**config.mk**
```make
export PLATFORM = sky130hd
export DESIGN_NAME = fixed_float32_converter_top
export DESIGN_NICKNAME = d
export VERILOG_FILES = /design/src/hdl/fxf_pkg.sv /design/src/hdl/fxf_decode.sv /design/src/hdl/fxf_align.sv /design/src/hdl/fxf_pack.sv /design/src/hdl/fixed_float32_converter_top.sv
export VERILOG_INCLUDE_DIRS = /design/src /design/src/hdl
export SDC_FILE = /design/constraint.sdc
export NUM_CORES = 1
export LEC_CHECK = 0
export BUFFER_PORTS_ARGS = -buffer_cell sky130_fd_sc_hd__buf_2
export CAP_MARGIN = 40
export CORE_MARGIN = 4
export CORE_UTILIZATION = 47
export DETAILED_ROUTE_END_ITERATION = 12
export PLACE_DENSITY = 0.71
export SYNTH_ARGS = -nofsm -noshare
export SYNTH_HDL_FRONTEND = slang
export SYNTH_SLANG_ARGS = --single-unit
```
**constraint.sdc**
```tcl
create_clock -name aclk -period 6.9 [get_ports aclk]
set_clock_uncertainty 0.1 [all_clocks]
set_input_delay 0 -clock aclk [delete_from_list [all_inputs] [get_ports aclk]]
set_output_delay 0 -clock aclk [all_outputs]
set_load 0.02 [all_outputs]
```
**src/hdl/fixed_float32_converter_top_macros.svh**
```systemverilog
// Assertion macros shared by the converter RTL.
// Expects clock aclk and active-low reset aresetn in the including scope.
`ifndef FIXED_FLOAT32_CONVERTER_TOP_MACROS_SVH
`define FIXED_FLOAT32_CONVERTER_TOP_MACROS_SVH

// same-cycle implication, skipped while in reset
`define FXF_ASSERT_IMP(label, ante, cons, msg) \
    label: assert property (@(posedge aclk) disable iff (!aresetn) (ante) |-> (cons)) \
        else $error(msg);

// next-cycle implication, skipped while in reset
`define FXF_ASSERT_NEXT(label, ante, cons, msg) \
    label: assert property (@(posedge aclk) disable iff (!aresetn) (ante) |=> (cons)) \
        else $error(msg);

`endif

```
**src/hdl/fxf_pkg.sv**
```systemverilog
// Package for the fixed/float32 converter: commands, constants, stage payloads.
// No dependencies; imported by every converter module.
`timescale 1ns / 1ps
`default_nettype none

package fxf_pkg;

    // command codes carried on s_tuser
    typedef enum logic {
        CMD_FIX2FLT = 1'b0,
        CMD_FLT2FIX = 1'b1
    } fxf_cmd_t;

    localparam int unsigned WORD_W = 32;
    localparam int unsigned FRAC_W = 5;
    localparam int unsigned MSB_W  = 5;

    localparam logic [7:0]        EXP_BIAS     = 8'd127;
    // biased exponent whose significand needs no shift to land in Q16.16
    localparam logic [7:0]        Q16_EXP_ZERO = 8'd134;
    // above this the magnitude no longer fits in 31 bits
    localparam logic [7:0]        Q16_EXP_MAX  = 8'd141;
    // at or below this the right shift is 32 or more
    localparam logic [7:0]        Q16_EXP_TINY = 8'd102;
    localparam logic [WORD_W-1:0] HIDDEN_ONE   = 32'h0080_0000;
    localparam logic [WORD_W-1:0] MANT_MASK    = 32'h007F_FFFF;
    localparam logic [WORD_W-1:0] SAT_MAG      = 32'h7FFF_FFFF;
    localparam logic [WORD_W-1:0] SAT_NEG      = 32'h8000_0001;

    // after decode
    typedef struct packed {
        fxf_cmd_t          cmd;
        logic              neg;
        logic [WORD_W-1:0] mag;
        logic [FRAC_W-1:0] frac;
        logic              zero;
        logic              sat;
        logic              left;
        logic [2:0]        lsh;
        logic [4:0]        rsh;
    } fxf_s1_t;

    // after leading-one search / rounding add
    typedef struct packed {
        fxf_cmd_t          cmd;
        logic              neg;
        logic [WORD_W-1:0] val;
        logic [MSB_W-1:0]  msb;
        logic [FRAC_W-1:0] frac;
        logic              zero;
        logic              sat;
        logic              left;
        logic [4:0]        rsh;
    } fxf_s2_t;

    // final result word
    typedef struct packed {
        logic [WORD_W-1:0] result_word;
        logic              saturated;
    } fxf_s3_t;

    // index of the highest set bit, 0 for a zero word
    function automatic logic [MSB_W-1:0] lead_one(input logic [WORD_W-1:0] v);
        logic [MSB_W-1:0] pos;
        pos = '0;
        for (int i = 0; i < WORD_W; i++) begin
            if (v[i]) begin
                pos = MSB_W'(i);
            end
        end
        return pos;
    endfunction

endpackage

`default_nettype wire

```
**src/hdl/fxf_decode.sv**
```systemverilog
// Stage 1: splits the input word, takes the fixed magnitude, classifies floats.
// Depends on fxf_pkg.
`timescale 1ns / 1ps
`default_nettype none

module fxf_decode (
    input  wire logic               aclk,
    input  wire logic               aresetn,
    input  wire logic               in_valid,
    output logic                    in_ready,
    input  wire fxf_pkg::fxf_cmd_t  in_cmd,
    input  wire logic [31:0]        in_operand,
    input  wire logic [4:0]         in_frac,
    output logic                    out_valid,
    input  wire logic               out_ready,
    output fxf_pkg::fxf_s1_t        out_data
);
    import fxf_pkg::*;

    logic       valid_reg;
    fxf_s1_t    data_reg;
    fxf_s1_t    data_next;
    logic [7:0] ex;
    logic [7:0] ex_up;
    logic [7:0] ex_down;

    assign in_ready  = !valid_reg || out_ready;
    assign out_valid = valid_reg;
    assign out_data  = data_reg;

    assign ex      = in_operand[30:23];
    assign ex_up   = ex - Q16_EXP_ZERO;
    assign ex_down = Q16_EXP_ZERO - ex;

    // decode one word
    always_comb begin
        data_next      = '0;
        data_next.cmd  = in_cmd;
        data_next.neg  = in_operand[31];
        data_next.frac = in_frac;
        if (in_cmd == CMD_FIX2FLT) begin
            data_next.mag  = in_operand[31] ? (~in_operand + 32'd1) : in_operand;
            data_next.zero = (in_operand == '0);
        end else begin
            data_next.mag  = HIDDEN_ONE | (in_operand & MANT_MASK);
            data_next.zero = (ex == 8'd0) || (ex <= Q16_EXP_TINY);
            data_next.sat  = (ex > Q16_EXP_MAX);
            data_next.left = (ex >= Q16_EXP_ZERO);
            data_next.lsh  = ex_up[2:0];
            data_next.rsh  = ex_down[4:0];
        end
    end

    always_ff @(posedge aclk) begin
        if (!aresetn) begin
            valid_reg <= 1'b0;
        end else if (in_ready) begin
            valid_reg <= in_valid;
        end
    end

    always_ff @(posedge aclk) begin
        if (in_ready && in_valid) begin
            data_reg <= data_next;
        end
    end

endmodule

`default_nettype wire

```
**src/hdl/fxf_align.sv**
```systemverilog
// Stage 2: leading-one search for fixed input; rounding add or left shift for floats.
// Depends on fxf_pkg.
`timescale 1ns / 1ps
`default_nettype none

module fxf_align (
    input  wire logic               aclk,
    input  wire logic               aresetn,
    input  wire logic               in_valid,
    output logic                    in_ready,
    input  wire fxf_pkg::fxf_s1_t   in_data,
    output logic                    out_valid,
    input  wire logic               out_ready,
    output fxf_pkg::fxf_s2_t        out_data
);
    import fxf_pkg::*;

    logic    valid_reg;
    fxf_s2_t data_reg;
    fxf_s2_t data_next;

    assign in_ready  = !valid_reg || out_ready;
    assign out_valid = valid_reg;
    assign out_data  = data_reg;

    always_comb begin
        data_next      = '0;
        data_next.cmd  = in_data.cmd;
        data_next.neg  = in_data.neg;
        data_next.frac = in_data.frac;
        data_next.zero = in_data.zero;
        data_next.sat  = in_data.sat;
        data_next.left = in_data.left;
        data_next.rsh  = in_data.rsh;
        data_next.msb  = lead_one(in_data.mag);
        if (in_data.cmd == CMD_FIX2FLT) begin
            data_next.val = in_data.mag;
        end else if (in_data.left) begin
            data_next.val = in_data.mag << in_data.lsh;
        end else begin
            // add half an output LSB before the right shift
            data_next.val = in_data.mag + (32'd1 << (in_data.rsh - 5'd1));
        end
    end

    always_ff @(posedge aclk) begin
        if (!aresetn) begin
            valid_reg <= 1'b0;
        end else if (in_ready) begin
            valid_reg <= in_valid;
        end
    end

    always_ff @(posedge aclk) begin
        if (in_ready && in_valid) begin
            data_reg <= data_next;
        end
    end

endmodule

`default_nettype wire

```
**src/hdl/fxf_pack.sv**
```systemverilog
// Stage 3: normalizes and packs float32, or shifts, clamps and signs Q16.16.
// Depends on fxf_pkg; its register is the output register of the block.
`timescale 1ns / 1ps
`default_nettype none

module fxf_pack (
    input  wire logic               aclk,
    input  wire logic               aresetn,
    input  wire logic               in_valid,
    output logic                    in_ready,
    input  wire fxf_pkg::fxf_s2_t   in_data,
    output logic                    out_valid,
    input  wire logic               out_ready,
    output fxf_pkg::fxf_s3_t        out_data
);
    import fxf_pkg::*;

    logic        valid_reg;
    fxf_s3_t     data_reg;
    fxf_s3_t     data_next;
    logic [31:0] norm;
    logic [7:0]  expo;
    logic [31:0] mag;

    assign in_ready  = !valid_reg || out_ready;
    assign out_valid = valid_reg;
    assign out_data  = data_reg;

    // fixed path: leading one to bit 31, exponent from its position
    assign norm = in_data.val << (~in_data.msb);
    assign expo = {3'b000, in_data.msb} + EXP_BIAS - {3'b000, in_data.frac};

    // float path magnitude
    always_comb begin
        if (in_data.sat) begin
            mag = SAT_MAG;
        end else if (in_data.zero) begin
            mag = '0;
        end else if (in_data.left) begin
            mag = in_data.val;
        end else begin
            mag = in_data.val >> in_data.rsh;
        end
    end

    always_comb begin
        data_next = '0;
        if (in_data.cmd == CMD_FIX2FLT) begin
            if (!in_data.zero) begin
                data_next.result_word = {in_data.neg, expo, norm[30:8]};
            end
        end else begin
            data_next.result_word = in_data.neg ? (~mag + 32'd1) : mag;
            data_next.saturated   = in_data.sat;
        end
    end

    always_ff @(posedge aclk) begin
        if (!aresetn) begin
            valid_reg <= 1'b0;
        end else if (in_ready) begin
            valid_reg <= in_valid;
        end
    end

    always_ff @(posedge aclk) begin
        if (in_ready && in_valid) begin
            data_reg <= data_next;
        end
    end

endmodule

`default_nettype wire

```
**src/hdl/fixed_float32_converter_top.sv**
```systemverilog
// Top level of the fixed-point / float32 converter: three pipeline stages.
// Depends on fxf_pkg, fxf_decode, fxf_align, fxf_pack and the macros header.
//
// Usage:
//   Input stream s_*: s_tuser selects the command (0 fixed to float32 bits,
//   1 float32 bits to Q16.16); s_tdata carries the operand and, for command 0,
//   the count of fraction bits. Output stream m_*: one word per input word,
//   in order; m_tdata is the result, m_tuser flags a clamped Q16.16 value.
//   Pipeline: three register stages; a word passes decode, align and pack
//   in that order and leaves from the pack register.
//   Throughput: one word per cycle while m_tready stays high; each of the
//   three stages holds one word. The depth is set by the decode /
//   leading-one + rounding add / normalize-shift + negate stages.
//   Stall: a stage with a word waiting keeps it until the next stage frees up;
//   empty stages keep filling, so s_tready drops only once all three are full.
//   Reset (aresetn low, synchronous) empties all stages; no word is lost or
//   duplicated across a stall.
`timescale 1ns / 1ps
`default_nettype none

`include "fixed_float32_converter_top_macros.svh"

module fixed_float32_converter_top (
    input  wire logic        aclk,
    input  wire logic        aresetn,
    input  wire logic        s_tvalid,
    output logic             s_tready,
    input  wire logic [39:0] s_tdata,   // [31:0] operand, [36:32] fraction_bits, zero pad
    input  wire logic [0:0]  s_tuser,   // [0] command
    output logic             m_tvalid,
    input  wire logic        m_tready,
    output logic [31:0]      m_tdata,   // [31:0] result_word
    output logic [0:0]       m_tuser    // [0] saturated
);
    import fxf_pkg::*;

    logic     s1_valid;
    logic     s2_valid;
    logic     s2_ready;
    logic     s3_ready;
    fxf_s1_t  s1_data;
    fxf_s2_t  s2_data;
    fxf_s3_t  s3_data;
    fxf_cmd_t in_cmd;

    assign in_cmd = fxf_cmd_t'(s_tuser[0]);

    fxf_decode u_decode (
        .aclk       (aclk),
        .aresetn    (aresetn),
        .in_valid   (s_tvalid),
        .in_ready   (s_tready),
        .in_cmd     (in_cmd),
        .in_operand (s_tdata[31:0]),
        .in_frac    (s_tdata[36:32]),
        .out_valid  (s1_valid),
        .out_ready  (s2_ready),
        .out_data   (s1_data)
    );

    fxf_align u_align (
        .aclk      (aclk),
        .aresetn   (aresetn),
        .in_valid  (s1_valid),
        .in_ready  (s2_ready),
        .in_data   (s1_data),
        .out_valid (s2_valid),
        .out_ready (s3_ready),
        .out_data  (s2_data)
    );

    fxf_pack u_pack (
        .aclk      (aclk),
        .aresetn   (aresetn),
        .in_valid  (s2_valid),
        .in_ready  (s3_ready),
        .in_data   (s2_data),
        .out_valid (m_tvalid),
        .out_ready (m_tready),
        .out_data  (s3_data)
    );

    assign m_tdata    = s3_data.result_word;
    assign m_tuser[0] = s3_data.saturated;

    // a clamped result is always one of the two saturation words
    `FXF_ASSERT_IMP(a_sat_word, m_tvalid && m_tuser[0], m_tdata == SAT_MAG || m_tdata == SAT_NEG, "saturated flag with a non-clamped word")

    // an open output side never blocks the input side
    `FXF_ASSERT_IMP(a_no_block, m_tready, s_tready, "input stalled while output is ready")

    // a word waiting in stage 2 is kept unchanged while stage 3 is blocked
    `FXF_ASSERT_NEXT(a_s2_hold, s2_valid && !s3_ready, s2_valid && $stable(s2_data), "stage 2 word lost during stall")

endmodule

`default_nettype wire

```
### After elaboration in Yosys (flattened, before gate mapping)

Index checks and enable logic that the tools add are counted.

* register bits after elaboration: 138
* output and inout port bits: 35
* bits of input ports: 45
* logic and storage cells: 106

* shift operators: 4
* $lt $le $gt $ge: 3
* bitwise operators: 4
* add/subtract/negate cells: 8
* mux-type cells: 41
* reductions and logical operators: 17

Operators by type and width (count)
* two-way mux 32 bit: 8
* adder 32 x 1 -> 32 bit (second input constant): 2
* two-way mux 4 bit: 16
* NOT 32 bit: 2
* adder 32 bit: 1
* zero test 32 bit: 1
* << shifter 1 x 5 -> 32 bit (first input constant): 1
* << shifter 32 x 3 -> 32 bit: 1
* << shifter 32 x 5 -> 31 bit: 1
* right shift 32 x 5 -> 32 bit: 1
* two-way mux 31 bit: 1
* two-way mux 3 bit: 8
* two-way mux 23 bit: 1
* OR reduction 16 bit: 1
* adder 5 x 7 -> 8 bit (second input constant): 1
* >= comparator 8 bit (second input constant): 1
* greater-than comparator 8 bit (second input constant): 1
* less-or-equal comparator 8 x 7 -> 1 bit (second input constant): 1
* zero test 8 bit: 1
* two-way mux 2 bit: 4
* OR reduction 8 bit: 1
* subtractor 8 x 5 -> 8 bit: 1
* NOT 5 bit: 1
* subtractor 3 x 5 -> 5 bit (first input constant): 1
* 9 further kinds: 19

### Longest topological paths before layout

* word-level depth: 30
* mapped depth: 18

### Cells and area by module

A second synthesis with hierarchy kept.

* cells, all modules: 1667
* area, all modules: 14348.8 um^2

By module, submodules not included
* fxf_pack: cells an instance 811, area each 6522.5 um^2, sequential area each 1011.0 um^2, instances 1
* fxf_align: cells an instance 643, area each 5246.3 um^2, sequential area each 1581.5 um^2, instances 1
* fxf_decode: cells an instance 213, area each 2580.0 um^2, sequential area each 1491.4 um^2, instances 1

### Worst setup path after synthesis

Ideal clock, no wire load.

* kind: register to register
* start point: reg u_pack.valid_reg (netlist: u_pack.out_valid)
* end point: reg u_align.data_reg (netlist bit u_align.out_data[0]) (enable)
* setup time: 0.541 ns
* arrival time: 4.379 ns
* path slack: 1.880 ns
* period minus slack after synthesis: 5.020 ns
* cell stages (with the launch flop): 3
* path buffers: 0
* cell sequence: dfxtp_1 nor2b_1 a21boi_0

* longest elaborated chain between the ends: 4

Ends and longest elaborated chain
* start, declared: line fxf_pack.sv:18 `logic valid_reg;`
* start signal, assigned: line fxf_pack.sv:62 `valid_reg <= in_valid;`
* zero test 1 bit: line fxf_pack.sv:25 `assign in_ready = !valid_reg || out_ready;`
* logical OR 1 bit: line fxf_pack.sv:25
* logical OR 1 bit: line fxf_align.sv:22 `assign in_ready = !valid_reg || out_ready;`
* logical AND 1 bit: line fxf_align.sv:55 `if (in_ready && in_valid) begin`
* end signal, assigned: line fxf_align.sv:56 `data_reg <= data_next;`
* end, declared: line fxf_align.sv:19 `fxf_s2_t data_reg;`

No other way between the ends.
A chain may end at the register's enable or synchronous reset.

==> results.ini <==
[status]
status = completed

[run]
drv_cap = 0

[global_routing]
use_met3_pct = 3.253
grt_start_max_net_pins = 57
grt_pass1_vias = 12930
met2_usage_pct = 43.56
antenna_found_initial = 0
use_met1_pct = 33.76
grt.busiest_layer = met2
track_usage_pct = 25.69
grt_pass1_wl_um = 69610
gr-total-overflow = 0

[synthesis]
syn_inst = 1629
synth-seq-area-share_pct = 28.39
synth_top_flop_cell = edfxtp_1
ys_types = 86
ys_seq_elements = 137
synth_top_area_share_pct = 27.97
synthesis.nets = 1721
synth.cell_area_um2 = 14390
synth_warnings = 0
async_flop_share_pct = 0
synth_edf_count = 134
avgSynthCellArea_um2 = 8.832
synthTopCellsByArea = edfxtp_1, mux4_2, mux2i_1
synth_top_area_cell = edfxtp_1

[setup_path]
worst_setup_path_start_kind = flop
r2r_cells = 14
r2r-start = u_align.out_data[1]$_DFFE_PP_
path_max_fanout = 29
reg2reg_slack_ns = 1.62
r2r-end = u_pack.out_data[23]$_DFFE_PP_
crit_arrival_ns = 5.32
end_kind = flop
crit_type = flop to flop
critPathRequiredTime_ns = 6.94

[sta]
fmax_mhz = 189.3
finalWorstPathRequiredPeriod_ns = 5.283
fin_setup_tns_ns = 0
hold_violations = 0
setup_violations = 0
holdWs_ns = 0.1814
rsz0062_at_grt = false
tightest_slew_ns = 0.9442
slew_headroom_pct = 37.05
setup_slack_ns = 1.617
drv_slew = 0
fin_crit_sh_pct = 76.56

[clocking]
clk_path_buf_depth = 2
clock-sinks = 137
cts.htree.levels = 4
ctsResizeCount = 0
clockRootBuffer = clkbuf_16
cts_tree = done
cts.clk_slew.worst_paths_ns = 0.07
clock_latency_ns = 0.44
cts_buffers = 17

[finish]
post-route-util_pct = 53.85
fin_nets = 1774
final_common_cell = nand2_1
stdcell_count = 2085
final_cell_mix = nand2_1, nor2_1, edfxtp_1, o21ai_0, a21oi_1
drive_gt1_share_pct = 16.17
fill_cells = 2632
diodes = 0
areaGrowthSynthToFinish_pct = 12.11
fin_area_um2 = 16130

[worst_hold_path]
hp-class = input port to flop
holdPathStages = 2
hp-start = s_tdata[36]
hold_path_end = u_decode.out_data[15]$_DFFE_PP_

[drt]
vias = 13600
drc = 0
vias_per_cell = 6.524
dr.pass1.iters = 6
drtIter0Drc = 1920
wl_um = 43790
ant_nets = 0
wl_per_cell_um = 21.00

[placed_design]
numPortBuffers = 76
gp_congestion = 0.9743
placed_area_um2 = 14970
dp.cells = 1998
post-dp-hpwl_um = 31360
post-place-ws_ns = 1.693

[power]
vdd_ir_drop_max_uv = 126.4
leakage_nw = 6.204
pwr_density_cell_nw_per_um2 = 179.2
total_power_mw = 2.890

[die]
die_h_um = 183.0
ios = 80
die_w_um = 183.0
die-area_um2 = 33470
coreArea_um2 = 29950
row_count = 63
start_util_pct = 48.03

[flip-flops by register name, summed over array words and instances (netlist names)]
register	count
u_decode.out_data	49
u_pack.out_valid	1
u_align.out_data	52
u_decode.out_valid	1
u_align.out_valid	1
u_pack.out_data	33
[cells in the mapped netlist, types with 14 or more instances]
cell      instances
nand3_1          32
buf_1            14
o211ai_1         28
o31ai_1          17
inv_1            46
mux2i_1          90
mux2_2           42
a211oi_1         22
o21ai_0         112
buf_2            14
o22ai_1          22
nor2_1          178
nand2b_1         15
edfxtp_1        134
nand2_1         180
a21oi_1         101
ha_1             45
clkbuf_1         90
a21o_1           19
a22oi_1          14
nor3_1           22
xor2_1           31
xnor2_1          51
nor2b_1          27
mux4_2           50
[critical path, cell delays in order, from the launching register on]
cell	delay, ns
edfxtp_1	0.94
buf_4	0.50
mux4_2	0.56
mux2_2	0.32
a222oi_1	0.24
a21boi_0	0.38
nor2_1	0.11
nor2_1	0.17
ha_1	0.23
and2_1	0.14
a41oi_1	0.06
nand2b_1	0.43
o41ai_2	0.49
xnor2_1	0.16
o22ai_1	0.12
[layer usage]
| metal | wire length [µm] | part of all wire (%) |
|---|---|---|
| met2 | 21140 | 48 |
| met3 | 3390 | 7.7 |
| met1 | 17730 | 40 |
| met4 | 1526 | 3.5 |
| met5 | 0 | 0 |
[logic make-up after synthesis]
logic type	synth area share (%)
simple gates	17.50
compound gates	21.50
mux	18.18
buf+inv	5.253
flops	28.39
xor+xnor	4.992
fa+ha+maj	4.192
[worst max-delay path by stage]
| stage | to | startpoint | cells past startpoint |
|---|---|---|---|
| floorplan | u_align.out_data[0]$_DFFE_PP_ | u_pack.out_valid$_SDFFE_PN0P_ | 2 |
| global placement | u_pack.out_data[32]$_DFFE_PP_ | u_align.out_data[1]$_DFFE_PP_ | 10 |
| detailed placement | u_pack.out_data[23]$_DFFE_PP_ | u_align.out_data[1]$_DFFE_PP_ | 14 |
| CTS | u_pack.out_data[23]$_DFFE_PP_ | u_align.out_data[1]$_DFFE_PP_ | 14 |
| global route | u_pack.out_data[23]$_DFFE_PP_ | u_align.out_data[1]$_DFFE_PP_ | 14 |
| finish | u_pack.out_data[23]$_DFFE_PP_ | u_align.out_data[1]$_DFFE_PP_ | 14 |
[area by class of cell]
type | count | area (µm²) | share of cell area, %
repair buffers | 162 | 1179 | 7.307
clock buffers | 17 | 425.4 | 2.637
flip-flops and latches | 137 | 4084 | 25.32
multi-input cells | 1313 | 9577 | 59.37
clock inverters | 15 | 186.4 | 1.156
inverters | 51 | 191.4 | 1.187
well taps | 390 | 488.0 | 3.025
[where the power goes]
| part | leakage (nW) | switching (mW) | internal, mW |
|---|---|---|---|
| clock | 0.298 | 0.440 | 0.495 |
| combinational | 4.62 | 0.481 | 0.365 |
| sequential | 1.28 | 0.117 | 0.992 |
[timing repair]
action | in CTS | in global routing
endpoints found under the hold margin | 53 | 0
setup buffers | 0 | 0
hold buffers | 55 | 0
Power figures use the tool's default switching activity.
